File: src/hw/rtl/sha1sh_pkg.sv
// ----------------------------------------------------------------------------
// SHA-1 stream hasher package
// Constants, types and round functions shared by the hasher files.
// ----------------------------------------------------------------------------
package sha1sh_pkg;

  localparam int BLOCK_BYTES  = 64;
  localparam int BLOCK_WORDS  = BLOCK_BYTES / 4;
  localparam int DIGEST_WORDS = 5;
  localparam int WORD_IDX_W   = 3;
  localparam int ROUNDS       = 80;
  localparam int LEN_HI_WORD  = BLOCK_WORDS - 2;
  localparam int LEN_LO_WORD  = BLOCK_WORDS - 1;
  localparam int EXTRA_FILL   = 56;
  localparam logic [7:0] PAD_BYTE = 8'h80;

  localparam logic [31:0] INIT_CHAIN [DIGEST_WORDS] = '{
    32'h67452301, 32'hefcdab89, 32'h98badcfe, 32'h10325476, 32'hc3d2e1f0
  };

  typedef enum logic [2:0] {
    ST_IDLE,   // take bytes
    ST_PAD,    // write the 0x80 word
    ST_ZERO,   // zero the tail, place the length
    ST_LOAD,   // load working words, prefetch word 0
    ST_COMP,   // one round per cycle
    ST_FIN,    // fold working words into the chain
    ST_OUT     // emit digest beats
  } state_t;

  typedef enum logic [1:0] {
    GRP_CH,
    GRP_PAR_A,
    GRP_MAJ,
    GRP_PAR_B
  } rnd_grp_t;

  function automatic logic [31:0] round_f(rnd_grp_t grp, logic [31:0] b,
                                          logic [31:0] c, logic [31:0] d);
    logic [31:0] res;
    case (grp)
      GRP_CH:  res = (b & c) | (~b & d);
      GRP_MAJ: res = (b & c) | (b & d) | (c & d);
      default: res = b ^ c ^ d;
    endcase
    return res;
  endfunction

  function automatic logic [31:0] round_k(rnd_grp_t grp);
    logic [31:0] res;
    case (grp)
      GRP_CH:    res = 32'h5a827999;
      GRP_PAR_A: res = 32'h6ed9eba1;
      GRP_MAJ:   res = 32'h8f1bbcdc;
      default:   res = 32'hca62c1d6;
    endcase
    return res;
  endfunction

endpackage

File: src/hw/rtl/sha1sh_in_if.sv
// ----------------------------------------------------------------------------
// SHA-1 hasher input channel
// Valid/ready channel carrying one message byte and its flags per beat.
// ----------------------------------------------------------------------------
interface sha1sh_in_if;
  logic       valid;
  logic       ready;
  logic [7:0] data_byte;
  logic       byte_valid;
  logic       end_of_message;

  modport source (output valid, data_byte, byte_valid, end_of_message, input ready);
  modport sink   (input valid, data_byte, byte_valid, end_of_message, output ready);
endinterface

File: src/hw/rtl/sha1sh_out_if.sv
// ----------------------------------------------------------------------------
// SHA-1 hasher result channel
// Valid/ready channel carrying one digest word and its position per beat.
// ----------------------------------------------------------------------------
interface sha1sh_out_if;
  logic                               valid;
  logic                               ready;
  logic [31:0]                        digest_word;
  logic [sha1sh_pkg::WORD_IDX_W-1:0]  word_index;
  logic                               last_word;

  modport source (output valid, digest_word, word_index, last_word, input ready);
  modport sink   (input valid, digest_word, word_index, last_word, output ready);
endinterface

File: src/hw/rtl/sha1_stream_hasher.sv
// ----------------------------------------------------------------------------
// SHA-1 stream hasher
// Byte-serial SHA-1 with a dual-port block buffer and one round per cycle.
// ----------------------------------------------------------------------------
// A message arrives one beat at a time on in_bus; a beat with byte_valid low
// carries no byte, and a beat with end_of_message high closes the message.
// In the idle state in_bus.ready is high and beats are taken back to back.
// When the 64th byte of a block lands the block is compressed, which holds
// in_bus.ready low while the hasher loads the working words and prefetches
// word 0 from the buffer, runs the 80 rounds and folds into the chain. An
// end beat then pads: the 0x80 word is written, then each tail word up to
// word 15, then a compression follows; if the pad lands at byte 56 or later
// a second all-zero block with the length is written and compressed. The
// five digest words leave on out_bus as five beats, index 0 first, and the
// hasher returns to the initial chain values for the next message. The round
// loop is bound by the single 32-bit five-operand adder.
// ----------------------------------------------------------------------------
module sha1_stream_hasher (
  input  logic               clk,
  input  logic               rst_n,
  sha1sh_in_if.sink          in_bus,
  sha1sh_out_if.source       out_bus
);

  // --------------------------------------------------------------------------
  // Block buffer: 16 x 32-bit words, one write and one registered read port.
  // Writes happen only while packing or padding, reads only while loading
  // and running rounds, so the state sequence keeps the two apart.
  // --------------------------------------------------------------------------
  logic [31:0] blk_mem [sha1sh_pkg::BLOCK_WORDS];
  logic        mem_we;
  logic [3:0]  mem_waddr;
  logic [31:0] mem_wdata;
  logic [3:0]  mem_raddr;
  logic [31:0] rd_data_r;

  always_ff @(posedge clk) begin
    if (mem_we) begin
      blk_mem[mem_waddr] <= mem_wdata;
    end
    rd_data_r <= blk_mem[mem_raddr];
  end

  // --------------------------------------------------------------------------
  // State
  // --------------------------------------------------------------------------
  sha1sh_pkg::state_t state_r, state_nxt;

  logic [5:0]  fill_r,     fill_nxt;      // bytes held in the current block
  logic [63:0] bitlen_r,   bitlen_nxt;    // message length in bits
  logic [31:0] acc_r,      acc_nxt;       // word being packed
  logic        end_pend_r, end_pend_nxt;  // end beat seen, pad after compress
  logic        pad_r,      pad_nxt;       // finishing the message
  logic        extra_r,    extra_nxt;     // length needs a block of its own
  logic [4:0]  wptr_r,     wptr_nxt;      // tail word pointer, bit 4 = done
  logic [6:0]  rnd_r,      rnd_nxt;
  logic [2:0]  oidx_r,     oidx_nxt;

  logic [31:0] a_r, b_r, c_r, d_r, e_r;
  logic [31:0] a_nxt, b_nxt, c_nxt, d_nxt, e_nxt;
  logic [31:0] sched_r   [sha1sh_pkg::BLOCK_WORDS];
  logic [31:0] sched_nxt [sha1sh_pkg::BLOCK_WORDS];
  logic [31:0] h_r       [sha1sh_pkg::DIGEST_WORDS];
  logic [31:0] h_nxt     [sha1sh_pkg::DIGEST_WORDS];

  logic in_fire, out_fire;

  assign in_fire  = in_bus.valid  & in_bus.ready;
  assign out_fire = out_bus.valid & out_bus.ready;

  // --------------------------------------------------------------------------
  // Byte placement: big-endian lane chosen by the low fill bits. A fresh word
  // starts from zero rather than the stale accumulator.
  // --------------------------------------------------------------------------
  logic [31:0] lane_byte, lane_pad, acc_base, put_word, pad_word;

  always_comb begin
    lane_byte = {in_bus.data_byte, 24'd0} >> {fill_r[1:0], 3'd0};
    lane_pad  = {sha1sh_pkg::PAD_BYTE, 24'd0} >> {fill_r[1:0], 3'd0};
    acc_base  = (fill_r[1:0] == 2'd0) ? 32'd0 : acc_r;
    put_word  = acc_base | lane_byte;
    pad_word  = acc_base | lane_pad;
  end

  // --------------------------------------------------------------------------
  // Round datapath
  // --------------------------------------------------------------------------
  sha1sh_pkg::rnd_grp_t grp;
  logic [31:0]          w_cur, t_sum;

  always_comb begin
    if (rnd_r < 7'd20) begin
      grp = sha1sh_pkg::GRP_CH;
    end else if (rnd_r < 7'd40) begin
      grp = sha1sh_pkg::GRP_PAR_A;
    end else if (rnd_r < 7'd60) begin
      grp = sha1sh_pkg::GRP_MAJ;
    end else begin
      grp = sha1sh_pkg::GRP_PAR_B;
    end
  end

  logic [31:0] sched_mix;

  always_comb begin
    // window holds W[r-16] at the bottom and W[r-1] at the top
    sched_mix = sched_r[13] ^ sched_r[8] ^ sched_r[2] ^ sched_r[0];
    w_cur = (rnd_r < 7'(sha1sh_pkg::BLOCK_WORDS)) ? rd_data_r
                                                   : {sched_mix[30:0], sched_mix[31]};
    t_sum = {a_r[26:0], a_r[31:27]} + sha1sh_pkg::round_f(grp, b_r, c_r, d_r)
          + e_r + sha1sh_pkg::round_k(grp) + w_cur;
  end

  // --------------------------------------------------------------------------
  // Next state
  // --------------------------------------------------------------------------
  always_comb begin
    state_nxt = state_r;
    case (state_r)
      sha1sh_pkg::ST_IDLE: begin
        if (in_fire) begin
          if (in_bus.byte_valid && fill_r == 6'(sha1sh_pkg::BLOCK_BYTES - 1)) begin
            state_nxt = sha1sh_pkg::ST_LOAD;
          end else if (in_bus.end_of_message) begin
            state_nxt = sha1sh_pkg::ST_PAD;
          end
        end
      end
      sha1sh_pkg::ST_PAD: begin
        state_nxt = sha1sh_pkg::ST_ZERO;
      end
      sha1sh_pkg::ST_ZERO: begin
        if (wptr_r[4]) begin
          state_nxt = sha1sh_pkg::ST_LOAD;
        end
      end
      sha1sh_pkg::ST_LOAD: begin
        state_nxt = sha1sh_pkg::ST_COMP;
      end
      sha1sh_pkg::ST_COMP: begin
        if (rnd_r == 7'(sha1sh_pkg::ROUNDS - 1)) begin
          state_nxt = sha1sh_pkg::ST_FIN;
        end
      end
      sha1sh_pkg::ST_FIN: begin
        if (!pad_r) begin
          state_nxt = end_pend_r ? sha1sh_pkg::ST_PAD : sha1sh_pkg::ST_IDLE;
        end else if (extra_r) begin
          state_nxt = sha1sh_pkg::ST_ZERO;
        end else begin
          state_nxt = sha1sh_pkg::ST_OUT;
        end
      end
      sha1sh_pkg::ST_OUT: begin
        if (out_fire && oidx_r == 3'(sha1sh_pkg::DIGEST_WORDS - 1)) begin
          state_nxt = sha1sh_pkg::ST_IDLE;
        end
      end
      default: begin
        state_nxt = sha1sh_pkg::ST_IDLE;
      end
    endcase
  end

  // --------------------------------------------------------------------------
  // Outputs: handshakes and buffer port controls
  // --------------------------------------------------------------------------
  always_comb begin
    in_bus.ready  = 1'b0;
    out_bus.valid = 1'b0;
    mem_we        = 1'b0;
    mem_waddr     = fill_r[5:2];
    mem_wdata     = put_word;
    mem_raddr     = 4'd0;
    case (state_r)
      sha1sh_pkg::ST_IDLE: begin
        in_bus.ready = 1'b1;
        // write the word back once its last byte lands
        mem_we = in_fire & in_bus.byte_valid & (fill_r[1:0] == 2'd3);
      end
      sha1sh_pkg::ST_PAD: begin
        mem_we    = 1'b1;
        mem_wdata = pad_word;
      end
      sha1sh_pkg::ST_ZERO: begin
        mem_we    = !wptr_r[4];
        mem_waddr = wptr_r[3:0];
        if (!extra_r && wptr_r[3:0] == 4'(sha1sh_pkg::LEN_HI_WORD)) begin
          mem_wdata = bitlen_r[63:32];
        end else if (!extra_r && wptr_r[3:0] == 4'(sha1sh_pkg::LEN_LO_WORD)) begin
          mem_wdata = bitlen_r[31:0];
        end else begin
          mem_wdata = 32'd0;
        end
      end
      sha1sh_pkg::ST_LOAD: begin
        mem_raddr = 4'd0;
      end
      sha1sh_pkg::ST_COMP: begin
        // prefetch the next schedule word; beyond word 15 it goes unused
        mem_raddr = rnd_r[3:0] + 4'd1;
      end
      sha1sh_pkg::ST_OUT: begin
        out_bus.valid = 1'b1;
      end
      default: begin
        in_bus.ready = 1'b0;
      end
    endcase
  end

  assign out_bus.digest_word = h_r[oidx_r];
  assign out_bus.word_index  = oidx_r;
  assign out_bus.last_word   = (oidx_r == 3'(sha1sh_pkg::DIGEST_WORDS - 1));

  // --------------------------------------------------------------------------
  // Datapath next values
  // --------------------------------------------------------------------------
  always_comb begin
    fill_nxt     = fill_r;
    bitlen_nxt   = bitlen_r;
    acc_nxt      = acc_r;
    end_pend_nxt = end_pend_r;
    pad_nxt      = pad_r;
    extra_nxt    = extra_r;
    wptr_nxt     = wptr_r;
    rnd_nxt      = rnd_r;
    oidx_nxt     = oidx_r;
    a_nxt        = a_r;
    b_nxt        = b_r;
    c_nxt        = c_r;
    d_nxt        = d_r;
    e_nxt        = e_r;
    for (int i = 0; i < sha1sh_pkg::BLOCK_WORDS; i++) begin
      sched_nxt[i] = sched_r[i];
    end
    for (int i = 0; i < sha1sh_pkg::DIGEST_WORDS; i++) begin
      h_nxt[i] = h_r[i];
    end

    case (state_r)
      sha1sh_pkg::ST_IDLE: begin
        if (in_fire) begin
          end_pend_nxt = in_bus.end_of_message;
          if (in_bus.byte_valid) begin
            acc_nxt    = put_word;
            fill_nxt   = fill_r + 6'd1;  // wraps to zero on a full block
            bitlen_nxt = bitlen_r + 64'd8;
          end
        end
      end
      sha1sh_pkg::ST_PAD: begin
        pad_nxt   = 1'b1;
        extra_nxt = (fill_r >= 6'(sha1sh_pkg::EXTRA_FILL));
        wptr_nxt  = {1'b0, fill_r[5:2]} + 5'd1;
      end
      sha1sh_pkg::ST_ZERO: begin
        if (!wptr_r[4]) begin
          wptr_nxt = wptr_r + 5'd1;
        end
      end
      sha1sh_pkg::ST_LOAD: begin
        a_nxt   = h_r[0];
        b_nxt   = h_r[1];
        c_nxt   = h_r[2];
        d_nxt   = h_r[3];
        e_nxt   = h_r[4];
        rnd_nxt = 7'd0;
      end
      sha1sh_pkg::ST_COMP: begin
        a_nxt   = t_sum;
        b_nxt   = a_r;
        c_nxt   = {b_r[1:0], b_r[31:2]};
        d_nxt   = c_r;
        e_nxt   = d_r;
        rnd_nxt = rnd_r + 7'd1;
        for (int i = 0; i < sha1sh_pkg::BLOCK_WORDS - 1; i++) begin
          sched_nxt[i] = sched_r[i + 1];
        end
        sched_nxt[sha1sh_pkg::BLOCK_WORDS - 1] = w_cur;
      end
      sha1sh_pkg::ST_FIN: begin
        h_nxt[0] = h_r[0] + a_r;
        h_nxt[1] = h_r[1] + b_r;
        h_nxt[2] = h_r[2] + c_r;
        h_nxt[3] = h_r[3] + d_r;
        h_nxt[4] = h_r[4] + e_r;
        if (pad_r && extra_r) begin
          // length block: zero words 0..13, length in 14 and 15
          extra_nxt = 1'b0;
          wptr_nxt  = 5'd0;
        end
        oidx_nxt = 3'd0;
      end
      sha1sh_pkg::ST_OUT: begin
        if (out_fire) begin
          oidx_nxt = oidx_r + 3'd1;
          if (oidx_r == 3'(sha1sh_pkg::DIGEST_WORDS - 1)) begin
            // restart for the next message
            fill_nxt     = 6'd0;
            bitlen_nxt   = 64'd0;
            end_pend_nxt = 1'b0;
            pad_nxt      = 1'b0;
            extra_nxt    = 1'b0;
            for (int i = 0; i < sha1sh_pkg::DIGEST_WORDS; i++) begin
              h_nxt[i] = sha1sh_pkg::INIT_CHAIN[i];
            end
          end
        end
      end
      default: begin
        pad_nxt = 1'b0;
      end
    endcase
  end

  // --------------------------------------------------------------------------
  // Registers
  // --------------------------------------------------------------------------
  always_ff @(posedge clk) begin
    if (!rst_n) begin
      state_r    <= sha1sh_pkg::ST_IDLE;
      fill_r     <= 6'd0;
      bitlen_r   <= 64'd0;
      end_pend_r <= 1'b0;
      pad_r      <= 1'b0;
      extra_r    <= 1'b0;
      wptr_r     <= 5'd0;
      rnd_r      <= 7'd0;
      oidx_r     <= 3'd0;
      for (int i = 0; i < sha1sh_pkg::DIGEST_WORDS; i++) begin
        h_r[i] <= sha1sh_pkg::INIT_CHAIN[i];
      end
    end else begin
      state_r    <= state_nxt;
      fill_r     <= fill_nxt;
      bitlen_r   <= bitlen_nxt;
      end_pend_r <= end_pend_nxt;
      pad_r      <= pad_nxt;
      extra_r    <= extra_nxt;
      wptr_r     <= wptr_nxt;
      rnd_r      <= rnd_nxt;
      oidx_r     <= oidx_nxt;
      for (int i = 0; i < sha1sh_pkg::DIGEST_WORDS; i++) begin
        h_r[i] <= h_nxt[i];
      end
    end
  end

  // working words, schedule window and packing word carry no reset
  always_ff @(posedge clk) begin
    acc_r <= acc_nxt;
    a_r   <= a_nxt;
    b_r   <= b_nxt;
    c_r   <= c_nxt;
    d_r   <= d_nxt;
    e_r   <= e_nxt;
    for (int i = 0; i < sha1sh_pkg::BLOCK_WORDS; i++) begin
      sched_r[i] <= sched_nxt[i];
    end
  end

endmodule

File: src/flat_wrapper.sv
// flat-port wrapper written by rule: the top's interface ports become plain ports
module sha1_stream_hasher_flat 
  (clk, rst_n, in_bus_valid, in_bus_data_byte, in_bus_byte_valid, in_bus_end_of_message, in_bus_ready, out_bus_valid, out_bus_digest_word, out_bus_word_index, out_bus_last_word, out_bus_ready);
  sha1sh_in_if in_bus_i ();
  sha1sh_out_if out_bus_i ();
  input  logic clk;
  input  logic rst_n;
  input wire logic [$bits(in_bus_i.valid)-1:0] in_bus_valid;
  input wire logic [$bits(in_bus_i.data_byte)-1:0] in_bus_data_byte;
  input wire logic [$bits(in_bus_i.byte_valid)-1:0] in_bus_byte_valid;
  input wire logic [$bits(in_bus_i.end_of_message)-1:0] in_bus_end_of_message;
  output wire logic [$bits(in_bus_i.ready)-1:0] in_bus_ready;
  output wire logic [$bits(out_bus_i.valid)-1:0] out_bus_valid;
  output wire logic [$bits(out_bus_i.digest_word)-1:0] out_bus_digest_word;
  output wire logic [$bits(out_bus_i.word_index)-1:0] out_bus_word_index;
  output wire logic [$bits(out_bus_i.last_word)-1:0] out_bus_last_word;
  input wire logic [$bits(out_bus_i.ready)-1:0] out_bus_ready;
  assign in_bus_i.valid = in_bus_valid;
  assign in_bus_i.data_byte = in_bus_data_byte;
  assign in_bus_i.byte_valid = in_bus_byte_valid;
  assign in_bus_i.end_of_message = in_bus_end_of_message;
  assign in_bus_ready = in_bus_i.ready;
  assign out_bus_valid = out_bus_i.valid;
  assign out_bus_digest_word = out_bus_i.digest_word;
  assign out_bus_word_index = out_bus_i.word_index;
  assign out_bus_last_word = out_bus_i.last_word;
  assign out_bus_i.ready = out_bus_ready;
  sha1_stream_hasher u_core (.clk(clk), .rst_n(rst_n), .in_bus(in_bus_i), .out_bus(out_bus_i));
endmodule
File: config.mk
export PLATFORM = sky130hd
export DESIGN_NAME = sha1_stream_hasher_flat
export DESIGN_NICKNAME = d
export VERILOG_FILES = /design/src/hw/rtl/sha1sh_pkg.sv /design/src/hw/rtl/sha1sh_in_if.sv /design/src/hw/rtl/sha1sh_out_if.sv /design/src/hw/rtl/sha1_stream_hasher.sv /design/src/flat_wrapper.sv
export SDC_FILE = /design/constraint.sdc
export NUM_CORES = 2
export LEC_CHECK = 0
export ABC_AREA = 1
export ABC_CLOCK_PERIOD_IN_PS = 18000
export BUFFER_PORTS_ARGS = -buffer_cell sky130_fd_sc_hd__buf_2
export CORE_UTILIZATION = 47
export DETAILED_ROUTE_END_ITERATION = 10
export GPL_TIMING_DRIVEN = 1
export SYNTH_ARGS = -nofsm -noshare
export SYNTH_HDL_FRONTEND = slang
export SYNTH_SLANG_ARGS = --single-unit
File: constraint.sdc
create_clock -name clk -period 18 [get_ports clk]
set_input_delay 0.9 -clock clk [delete_from_list [all_inputs] [get_ports clk]]
set_output_delay 0.9 -clock clk [all_outputs]
set_load 0.02 [all_outputs]
==> impl_metrics.toml <==
[status]
outcome = "finished, final reports clean"

[clock_network]
clkTransAtPathRegs_ns = 0.06
post_cts_resized = 0
post-cts-setup-buffers = 0
cts-root-buf = "clkbuf_16"
holdBufCountCts = 0
numCtsBuffers = 163
clk_latency_ns = 0.81
cts_tree = "yes"
htree_levels = 4
clk_path_buf_depth = 3
cts.sinks = 1499

[synth]
netlist_instances = 7944
avgSynthCellArea_sq_um = 9.46
synth-async-reset-ratio_pct = 0
synth_most_common_cell = "nand2_1"
ys_top_cells_by_area = "edfxtp_1 49%, nand2_1 8.9%, dfxtp_1 7.5%, o21ai_0 4.8%, inv_1 4.1%"
yosys.area.top_type = "edfxtp_1"
synth_edf_count = 1216
ys_seq_elements = 1499
synth.top_cell.area_share_pct = 48.6
netlist_top_cells_count = "1,773 x nand2_1, 1,216 x edfxtp_1, 822 x inv_1"
ys.flop_type = "edfxtp_1"
yosys_warnings = 0
synth_nets = 8290
syn_area_sq_mm = 0.0751
yosysUniqueCellTypes = 57
ys_seq_area_share_pct = 56.2

[grt]
grt_pass1_wl_um = 376000
grt_max_degree = 210
grt_use_total_pct = 31.8
grt_pass1_vias = 54700
gr-total-overflow = 0
antenna_found_initial = 19

[min_path]
hp-class = "input port to flip-flop"
hold_depth = 3

[route]
viasPerCell = 5.82
wl_um = 260000
drt_iter0_markers = 7519
antenna_left = 0
wl_per_cell_um = 25.5
vias = 59300
drcViolationCount = 0
drtPass1Iterations = 6

[worst_setup_path]
cp_data_required_time_ns = 18.56
setup.worst_path.end_class = "flip-flop"
critPathMaxFanout = 33
worstPathArrival_ns = 6.47
cp-start-kind = "flip-flop"
worstSetupPathType = "flip-flop to flip-flop"
ff2ff_path_depth = 25

[floorplanning]
ios = 52
num_rows = 146
die_x_um = 402
core-area_sq_mm = 0.159
die-area_sq_mm = 0.161
dieHeight_um = 402
start_util_pct = 47.4

[cells_and_area]
fin_nets = 8323
syn2layout_area_growth_pct = 10.7
drive_gt1_share_pct = 5.89
fin_cells = 10200
fin_area_sq_mm = 0.0831

[power_and_ir_drop]
clkPwrFrac_pct = 22.7
power-per-cell-area_mw_per_mm2 = 181
swShare_pct = 43.5
p_seq_share_pct = 33.7
combPwrFrac_pct = 43.6
irDropWorstVdd_uv = 255
intPower_uw = 8490
p_sw_uw = 6530
p_leak_uw = 0.0317

[sta]
max_freq_ghz = 0.169
slew_headroom_pct = 6.38
min_period_over_period_pct = 32.8
worst_pin_slew_ns = 1.40
fin_tns_setup_ns = 0
finalHoldViolations = 0
finClkSkew_ns = 0.0431
min_period_ns = 5.91
final-setup-viol-count = 0
rsz0062_at_grt = "false"
maxSlewViolCount = 0

[placement]
dpl-instance-area_sq_mm = 0.0777
io_buffers = 51
dp_cells = 9884
place_congestion = 1.05
dp_hpwl_um = 185000

[run]
cap_violations = 0
[final cells by class]
class                      count  area [sq um]
tap                         2072          2590
antenna                        9          22.5
sequential                  1499         42200
inverter                     836          3170
fill                       14500         75400
clock inverter                94           983
clock buffer                 210          4470
multi-input combinational   5324         28700
timing repair buffer         153          1030
[placed cells by master (no fill, tap or decap), drive strengths merged, types with 31 or more instances in the layout]
| cell | count |
|---|---|
| clkinv | 79 |
| inv | 834 |
| o221ai | 44 |
| clkbuf | 210 |
| dfxtp | 283 |
| edfxtp | 1216 |
| o22ai | 80 |
| nor3 | 86 |
| o21ai | 775 |
| nand2 | 1775 |
| xor2 | 36 |
| a31oi | 38 |
| buf | 153 |
| fa | 125 |
| nand4 | 115 |
| a21oi | 514 |
| nand3 | 377 |
| or2 | 31 |
| xnor2 | 99 |
| nor2 | 808 |
| ha | 207 |
| o211ai | 79 |
[critical path, stage by stage (launching register included)]
cell and delay, ns:
dfxtp_1 0.35, inv_1 0.15, nand2_1 0.08, nand2_1 0.10
nand2_1 0.26, inv_1 0.20, ha_1 0.16, buf_4 0.38
o211ai_1 0.17, nand3_1 0.11, o21ai_0 0.17, fa_1 0.54
inv_1 0.05, fa_1 0.50, inv_1 0.06, fa_1 0.51
inv_1 0.07, ha_1 0.38, a21oi_1 0.48, and2_1 0.22
nand2_1 0.08, a21oi_1 0.11, nand2_1 0.10, or2_2 0.28
nand3_1 0.07, nand2_1 0.06
[per-layer routing]
layer | vias up | global-route usage, % | share of wire [%]
met5 | - | 0 | 0.018
met1 | 28800 | 48.1 | 45
met2 | 2775 | 45.8 | 42
met3 | 415 | 5.73 | 9.2
li1 | 27300 | - | -
met4 | 6 | 10.8 | 3.7
[per-stage QoR]
step	hold WS, ns	util [%]	power (uW)	setup slack [ns]
3_3_place_gp	0.400	49.0	11500	12.25
4_1_cts	0.337	52.4	15000	12.19
3_5_place_dp	0.405	49.0	11500	12.20
6_report	0.391	52.4	15000	12.09
2_1_floorplan	0.400	-	9390	1.95
5_1_grt	0.383	52.4	15900	11.66
[power groups by stage]
stage / Clock [uW] / Combinational (uW) / Sequential, uW
after floorplan: 0 / 4300 / 5100
after global placement: 0 / 6450 / 5090
after detailed placement: 0 / 6420 / 5100
after CTS: 3460 / 6460 / 5030
after global routing: 3590 / 7230 / 5080
final: 3410 / 6550 / 5060
[state kept, by name (all words and copies together) (netlist names), 3 cells and up, named ones only]
| register | cells |
|---|---|
| u_core.rnd_r | 7 |
| u_core.blk_mem | 512 |
| u_core.h_r | 160 |
| u_core.out_bus.word_index | 3 |
| u_core.rd_data_r | 32 |
| u_core.bitlen_r | 61 |
| u_core.wptr_r | 5 |
| u_core.e_r | 32 |
| u_core.c_r | 32 |
| u_core.a_r | 32 |
| u_core.state_r | 3 |
| u_core.fill_r | 6 |
| u_core.sched_r | 512 |
| u_core.d_r | 32 |
| u_core.b_r | 32 |
| u_core.acc_r | 32 |
[path summary, 6_finish.rpt]
path / to / slack [ns] / from
max reg2reg: u_core.a_r[23]$_DFFE_PP_ / 12.09 / u_core.rnd_r[4]$_SDFFE_PN0P_
min: u_core.end_pend_r$_SDFFE_PN0P_ / 0.39 / in_bus_end_of_message
min reg2reg: u_core.sched_r[2][25]$_DFFE_PP_ / 0.41 / u_core.sched_r[2][57]$_DFFE_PP_
max: u_core.a_r[23]$_DFFE_PP_ / 12.09 / u_core.rnd_r[4]$_SDFFE_PN0P_
[cells by family after synthesis]
kind of cell	count (synthesis)	synth area share, %
AOI/OAI and AO/OA	1624	11.9
xor gates and xnor gates	135	1.57
adders and majority gates	332	6.78
buffers and inverters	1121	5.86
DFF	1499	56.2
and+or+nand+nor	3233	17.8
Power figures use the tool's default switching activity.
